File: config.mk
export PLATFORM = sky130hd
export DESIGN_NAME = obb_sat_mul
export DESIGN_NICKNAME = d
export VERILOG_FILES = /design/src/design/obb_pkg.sv /design/src/design/obb_sat_mul.sv
export SDC_FILE = /design/constraint.sdc
export NUM_CORES = 2
export LEC_CHECK = 0
export BUFFER_PORTS_ARGS = -buffer_cell sky130_fd_sc_hd__buf_4
export CAP_MARGIN = 20
export CORE_UTILIZATION = 53
export CTS_BUF_LIST = sky130_fd_sc_hd__clkbuf_16
export CTS_CLUSTER_SIZE = 12
export DETAILED_ROUTE_END_ITERATION = 10
export GPL_TIMING_DRIVEN = 1
export PLACE_DENSITY_LB_ADDON = 0.15
export SLEW_MARGIN = 5
export SYNTH_ARGS = -nofsm -noshare
export SYNTH_HDL_FRONTEND = slang
export SYNTH_SLANG_ARGS = --single-unit
File: constraint.sdc
create_clock -name i_clk -period 21.3 [get_ports i_clk]
set_clock_uncertainty 0.05 [all_clocks]
set_input_delay 5.325 -clock i_clk [delete_from_list [all_inputs] [get_ports i_clk]]
set_output_delay 5.325 -clock i_clk [all_outputs]
set_load 0.05 [all_outputs]
File: src/design/obb_pkg.sv
`default_nettype none
package obb_pkg;

    typedef logic signed [63:0] t_s64;

    typedef enum logic [3:0] {
        ST_IDLE, ST_LDC, ST_LDD, ST_AXL, ST_DOT, ST_HLD, ST_ALD, ST_SVM,
        ST_SVD, ST_CMP, ST_SCA, ST_SCB, ST_CRA, ST_CRB, ST_CRM, ST_DONE
    } t_state;

    localparam int          NUM_VEC     = 10;
    localparam int          VEC_W       = 96;
    localparam logic [3:0]  VEC_PER_BOX = 4'd5;
    localparam logic [2:0]  SLOT_CENTER = 3'd0;
    localparam logic [2:0]  SLOT_HALF   = 3'd4;
    localparam logic [3:0]  AXIS_NONE   = 4'd15;
    localparam logic [3:0]  AXIS_FACE_LAST  = 4'd5;
    localparam logic [3:0]  AXIS_CROSS_FIRST = 4'd6;
    localparam logic [3:0]  AXIS_LAST   = 4'd14;

    localparam t_s64 S64_MAX = {1'b0, {63{1'b1}}};
    localparam t_s64 S64_MIN = {1'b1, {63{1'b0}}};

    function automatic t_s64 sat_add(input t_s64 a, input t_s64 b);
        logic signed [64:0] s;
        s = {a[63], a} + {b[63], b};
        if (s[64] != s[63]) begin
            return s[64] ? S64_MIN : S64_MAX;
        end
        return s[63:0];
    endfunction

    function automatic t_s64 sat_sub(input t_s64 a, input t_s64 b);
        logic signed [64:0] s;
        s = {a[63], a} - {b[63], b};
        if (s[64] != s[63]) begin
            return s[64] ? S64_MIN : S64_MAX;
        end
        return s[63:0];
    endfunction

    function automatic t_s64 sat_abs(input t_s64 a);
        if (a == S64_MIN) begin
            return S64_MAX;
        end
        return a[63] ? -a : a;
    endfunction

endpackage
`default_nettype wire

File: src/design/obb_sat_mul.sv
`default_nettype none
module obb_sat_mul #(
    parameter int FRAC_BITS = 16
) (
    input  wire logic          i_clk,
    input  wire logic          i_rst_n,
    input  wire logic          i_start,
    input  wire obb_pkg::t_s64 i_a,
    input  wire obb_pkg::t_s64 i_b,
    output logic               o_done,
    output obb_pkg::t_s64      o_p
);
    import obb_pkg::*;

    localparam logic [2:0] PH_IDLE = 3'd0;
    localparam logic [2:0] PH_PP3  = 3'd4;
    localparam logic [2:0] PH_NEG  = 3'd5;
    localparam logic [2:0] PH_SAT  = 3'd6;

    logic [2:0]          r_ph;
    logic [63:0]         r_ua;
    logic [63:0]         r_ub;
    logic                r_neg;
    logic [127:0]        r_acc;
    logic [1:0]          pp_sel;
    logic [63:0]         pp;
    logic [6:0]          pp_sh;
    logic signed [127:0] shifted;
    logic                fits;

    // partial products: low x low, low x high, high x low, high x high
    assign pp_sel  = 2'(r_ph - 3'd1);
    assign pp      = r_ua[32*pp_sel[1] +: 32] * r_ub[32*pp_sel[0] +: 32];
    assign pp_sh   = {2'(pp_sel[1] + pp_sel[0]) , 5'd0};
    assign shifted = $signed(r_acc) >>> FRAC_BITS;
    assign fits    = (&shifted[127:63]) | ~(|shifted[127:63]);

    assign o_done = (r_ph == PH_SAT);
    assign o_p    = fits ? shifted[63:0] : (r_acc[127] ? S64_MIN : S64_MAX);

    always_ff @(posedge i_clk) begin
        if (!i_rst_n) begin
            r_ph <= PH_IDLE;
        end else if (r_ph == PH_IDLE) begin
            if (i_start) begin
                r_ph <= 3'd1;
            end
        end else if (r_ph == PH_SAT) begin
            r_ph <= PH_IDLE;
        end else begin
            r_ph <= r_ph + 3'd1;
        end
    end

    always_ff @(posedge i_clk) begin
        if (r_ph == PH_IDLE && i_start) begin
            r_ua  <= i_a[63] ? 64'(-i_a) : i_a;
            r_ub  <= i_b[63] ? 64'(-i_b) : i_b;
            r_neg <= i_a[63] ^ i_b[63];
            r_acc <= '0;
        end else if (r_ph != PH_IDLE && r_ph <= PH_PP3) begin
            r_acc <= r_acc + (128'(pp) << pp_sh);
        end else if (r_ph == PH_NEG && r_neg) begin
            r_acc <= -r_acc;
        end
    end
endmodule
`default_nettype wire

== Yosys cells after proc, flatten, opt, wreduce, memory -nomap -nowiden ==
Index checks and enable logic that the tools add are counted.

* Div/mod/pow operators: 0
* Add/subtract/negate cells: 7
* Multiply operators: 1
* Order comparisons: 1
* Muxes and demuxes: 9
* Reductions and logical operators: 8
* Bitwise operators: 3
* Shift-type cells: 3
* Equal/unequal tests: 3

{| class="wikitable"
|+ Operator list
! operator !! count
|-
| two-way mux 128 bit || 2
|-
| adder 128 bit || 1
|-
| two-way mux 64 bit || 2
|-
| negator 128 bit || 1
|-
| negator 64 bit || 2
|-
| variable part select 64 x 7 -> 32 bit || 2
|-
| << shifter 64 x 7 -> 128 bit || 1
|-
| two-way mux 63 bit || 2
|-
| multiplier 32 x 32 -> 64 bit || 1
|-
| AND reduction 49 bit || 1
|-
| OR reduction 49 bit || 1
|-
| two-way mux 3 bit || 3
|-
| == test 3 bit, second input constant || 2
|-
| adder 3 x 1 -> 3 bit, second input constant || 1
|-
| <= comparator 3 bit, second input constant || 1
|-
| logical AND 1 bit || 3
|-
| logical NOT 3 bit || 1
|-
| nonzero test 3 bit || 1
|-
| adder 1 x 1 -> 2 bit || 1
|-
| != test 2 bit, second input constant || 1
|-
| nonzero test 2 bit || 1
|-
| subtractor 2 x 1 -> 2 bit, second input constant || 1
|-
| NOT 1 bit || 1
|-
| bitwise OR 1 bit || 1
|-
| XOR 1 bit || 1
|}

* Bits in latches: 0
* Bits in writable memories: 0
* Memories: 0
* Output and inout bits: 65
* Word-level logic and storage cells: 42
* Memory bits (read-only): 0
* Register bits: 260
* Bits of input ports: 131

== Longest topological paths before layout ==
* Depth in word-level cells: 6
* Depth in mapped cells: 53

== Worst setup path after synthesis ==
No wires, ideal clock.

* Path type: register to register
* Start point: reg r_ph[0]
* End point: reg r_acc[127]
* Library setup time: 132 ps
* Buffers on the path: 8
* Stages on the path, launching flop included: 49
* Data required time: 21118 ps
* Path slack: 8349 ps
* Clock period less this slack: 12951 ps
* Data arrival time: 12769 ps
* Cells stage by stage: dfxtp_1 > clkbuf_1 > buf_1 > clkbuf_1 > inv_1 > ha_1 > buf_1 > clkbuf_1 > mux2i_1 > clkbuf_1 > nor2_1 > fa_1 > fa_1 > fa_1 > inv_1 > fa_1 > inv_1 > fa_1 > [... 13 more ...] > a221oi_1 > xnor2_1 > a21o_1 > nor2b_1 > ha_1 > clkbuf_1 > nand4_1 > or4_1 > or4_1 > nor3_1 > nand4_1 > a21oi_1 > a2111oi_0 > nor2_1 > nand4_1 > mux2i_1 > o21ai_0 > nor3b_1

* Cells in the longest elaborated chain, start to end: 6
* Elaborated cells on any way between the ends: 16
* Classes of those cells: add/sub: 3; mul: 1; order compare: 1; eq/ne: 1; shift: 3; mux: 1; reduce/logical: 6

{| class="wikitable"
|+ Ends and longest elaborated chain
! item !! line !! RTL
|-
| start: declaration || obb_sat_mul.sv:20 || <nowiki>logic [2:0] r_ph;</nowiki>
|-
| start signal: assignment || obb_sat_mul.sv:51 || <nowiki>r_ph <= r_ph + 3'd1;</nowiki>
|-
| subtractor 2 x 1 -> 2 bit || obb_sat_mul.sv:32 || <nowiki>assign pp_sel = 2'(r_ph - 3'd1);</nowiki>
|-
| variable part select 64 x 7 -> 32 bit || obb_sat_mul.sv:33 || <nowiki>assign pp = r_ua[32*pp_sel[1] +: 32] * r_ub[32*pp_sel[0] +: 32];</nowiki>
|-
| multiplier 32 x 32 -> 64 bit || obb_sat_mul.sv:33 ||
|-
| << shifter 64 x 7 -> 128 bit || obb_sat_mul.sv:62 || <nowiki>r_acc <= r_acc + (128'(pp) << pp_sh);</nowiki>
|-
| adder 128 bit || obb_sat_mul.sv:62 ||
|-
| two-way mux 128 bit || obb_sat_mul.sv:61 || <nowiki>end else if (r_ph != PH_IDLE && r_ph <= PH_PP3) begin</nowiki>
|-
| end signal: assignment || obb_sat_mul.sv:62 ||
|-
| end signal: assignment || obb_sat_mul.sv:64 || <nowiki>r_acc <= -r_acc;</nowiki>
|-
| end: declaration || obb_sat_mul.sv:24 || <nowiki>logic [127:0] r_acc;</nowiki>
|}

Several ways; a longest one is shown, not always the timed one.
A chain may end at the register's enable or synchronous reset.

== Worst setup path in the final report ==
* Start point: reg r_ph[0]
* End point: reg r_acc[123]

The elaborated chain is that of the path after synthesis.

==> results.md <==
- Row Count: 119
- FF-to-FF Start: r_ph[0]
- Sequential-to-total area share from yosys stat: 11.44%
- Clock transition at path regs: 0.06 ns
- Worst hold start: r_ph[2]
- Final period util: 69.33%
- Mean Syn Cell Area: 8.267 sq um
- Mux contribution to synthesized area: 2.779%
- Status: finished, violations left
- Syn. warnings: 0
- Final Wtd Congestion: 1.031
- Simple-gate area share of the yosys netlist: 17.72%
- Largest family of logic cells by synthesized area: adder cells
- Postcts setup bufs: 0
- Initial Util: 53.71%
- Setup TNS: 0 ns
- Worst R2R Setup Slack: 6.53 ns
- FF+latch area: 6500 sq um
- Crit end category: register
- Largest net degree at the start of global routing: 107
- Die H: 329.3 um
- DRT iter0 DRCs: 5221
- TritonCTS Buffers: 36
- Req. time, crit path: 21.77 ns
- CP max FO: 46
- # fillers: 9807
- Synth Area in XOR/XNOR: 6.401%
- Number of global-route vias before repair: 49790
- Final hold violations: 0
- Post-DRT Antenna Nets: 0
- Nets: 8258
- Top cell by count, worst path: fa_1
- Critical path's slowest cell: mux2i_4
- Max-slew violations: 0
- Predominant post-synthesis flop cell: dfxtp_1
- Post-synthesis adder-cell area fraction: 40.39%
- Crit path arrival time: 15.24 ns
- Max-Cap Viols: 0
- Global-route wire length before repair: 306300 um
- Kind of critical path: register to register
- Layout cells sized above 1: 7.523%
- Clk buf depth: 3
- Worst setup SP type: register
- Seq cells post-synth: 260
- H-tree levels: 2
- Area contributors post-synth: fa_1 32%, ha_1 8.8%, edfxtp_1 6.8%, nor2_1 6.3%, inv_1 6.1%
- Initial antenna violation count: 4
- Clock Latency Late Sink: 0.63 ns
- Worst r2r dst: r_acc[123]
- Core area: 105700 sq um
- R2R depth: 40
- Mapped cell area: 56780 sq um
- GR Util All Layers: 37.70%
- Mapped Cells: 6869
- Clock tree root buffer cell: clkbuf_16
- Number of distinct library cells after synthesis: 79
- Area share of the largest cell type after synthesis: 31.62%
- Vias post-DR: 50960
- Vias/cell: 6.174
- Post-CTS Resized: 0
- Compound-Gate Fraction of Synth Area: 12.74%
- Largest stage delay, worst path: 0.89 ns
- Final Cell Area: 60840 sq um
- DP Area: 59640 sq um
- Post-synth top area cell: fa_1
- Drt total wl: 204200 um
- Min-Delay Path Class: register to register
- Measured slew at the worst slew-check pin: 1.241 ns
- Die Area: 108500 sq um
- Post-DP HPWL: 160600 um
- Number of detailed-routing iterations run before antenna repair: 11
- Fin crit period: 14.77 ns
- Area Growth Syn to Fin: 7.146%
- Rel. slew slack: 16.66%
- DIE WIDTH: 329.3 um
- Async SR Flop Fraction: 0%
- Worst Hold Path EP: r_ph[2]
- RSZ-0062 raised after global routing: false
- CTS tree: yes
- CTS Sinks: 260
- Max Fclk: 67.72 MHz
- Routed len/inst: 24.74 um
- Setup violators final: 0
- WHS Path Cells: 2
- Multi-input logic area: 45750 sq um
- Failing checks: DRC
- Port Buffer Count: 195
- Post-synth EDFFs: 129
- Boundary pin count: 196
- Commonest non-fill, non-tap cells in the layout: 957 x nor2_1, 923 x inv_1, 897 x fa_1
- Commonest non-fill, non-tap cell in the layout: nor2_1
- Post-synth net total: 8295
- GRT overflow: 0
- DRC violations left: 6
- Hold buffers post-CTS: 0
-- Yosys cell counts (all sizes together), types with 53 or more instances --
cell type / n
nor2: 957
inv: 918
fa: 897
nand2: 816
ha: 398
clkbuf: 342
a21oi: 322
xnor2: 296
o21ai: 255
dfxtp: 131
edfxtp: 129
a21o: 126
xor2: 119
nand4: 108
a211oi: 86
nor3: 82
mux2i: 80
o31ai: 79
mux2: 69
or3: 53
-- worst max path at each step --
stage / slack, ns / end / from / cells after the start
CTS: 6.90 / r_acc[123] / r_ph[0] / 42
floorplan: 8.35 / r_acc[127] / r_ph[0] / 48
global placement: 7.08 / r_acc[127] / r_ph[0] / 40
global route: 6.02 / r_acc[123] / r_ph[0] / 40
finish: 6.53 / r_acc[123] / r_ph[0] / 40
detailed placement: 6.99 / r_acc[127] / r_ph[0] / 42
-- state kept, by name, summed over array words and instances (netlist names) --
signal  flops
r_ph        3
r_neg       1
r_acc     128
r_ub       64
r_ua       64
-- worst max-delay path: cells and delay by family, from the launching register on --
| kind | cells | cell delay (ns) |
|---|---|---|
| AO/OA/AOI/OAI | 11 | 3.52 |
| XOR/XNOR | 1 | 0.45 |
| adder cells (fa/ha/maj) | 11 | 5.11 |
| buffers and inverters | 4 | 0.96 |
| flip-flops | 1 | 0.52 |
| multiplexers | 1 | 0.89 |
| AND/OR/NAND/NOR | 12 | 3.07 |
-- logic make-up (layout without fill, tap and decap cells) --
family	after synthesis	count (layout)
flip-flops	260	260
buffers and inverters	1287	1277
other	0	4
multiplexers	149	149
AO/OA/AOI/OAI	1149	1149
XOR/XNOR	415	415
AND/OR/NAND/NOR	2314	2314
adder cells (fa/ha/maj)	1295	1295
-- metrics by stage --
step	hold slack, ns	std cells	setup slack [ns]	util [%]
after global placement	0.4991	8183	7.082	56.42
final	0.5297	8254	6.533	57.55
after CTS	0.5259	8248	6.898	57.52
after detailed placement	0.5129	8183	6.992	56.42
after global routing	0.5579	8250	6.016	57.54
after floorplan	0.4648	6869	8.349	-
-- final cells by class --
class,instances,share of cell area (%)
repair buffers,294,3.648
clock buffers,37,1.522
inverters,918,5.676
clock inverters,28,0.3928
multi-input cells,5322,75.20
well taps,1391,2.861
flip-flops and latches,260,10.68
diodes,4,0.01645
-- routing by layer --
layer  track usage (%)  part of all wire (%)  vias to the layer above  wire length [um]
met5                 0                0.0064                        -                13
met4             14.86                   4.3                        2              8842
met3             10.29                    12                      484             24010
met2             55.39                    42                     2816             86610
met1             52.71                    41                    25370             84720
li1                  -                     -                    22300                 -
Power is not shown: default switching activity piles up to over one toggle a cycle in this logic, so the estimate is an artifact.
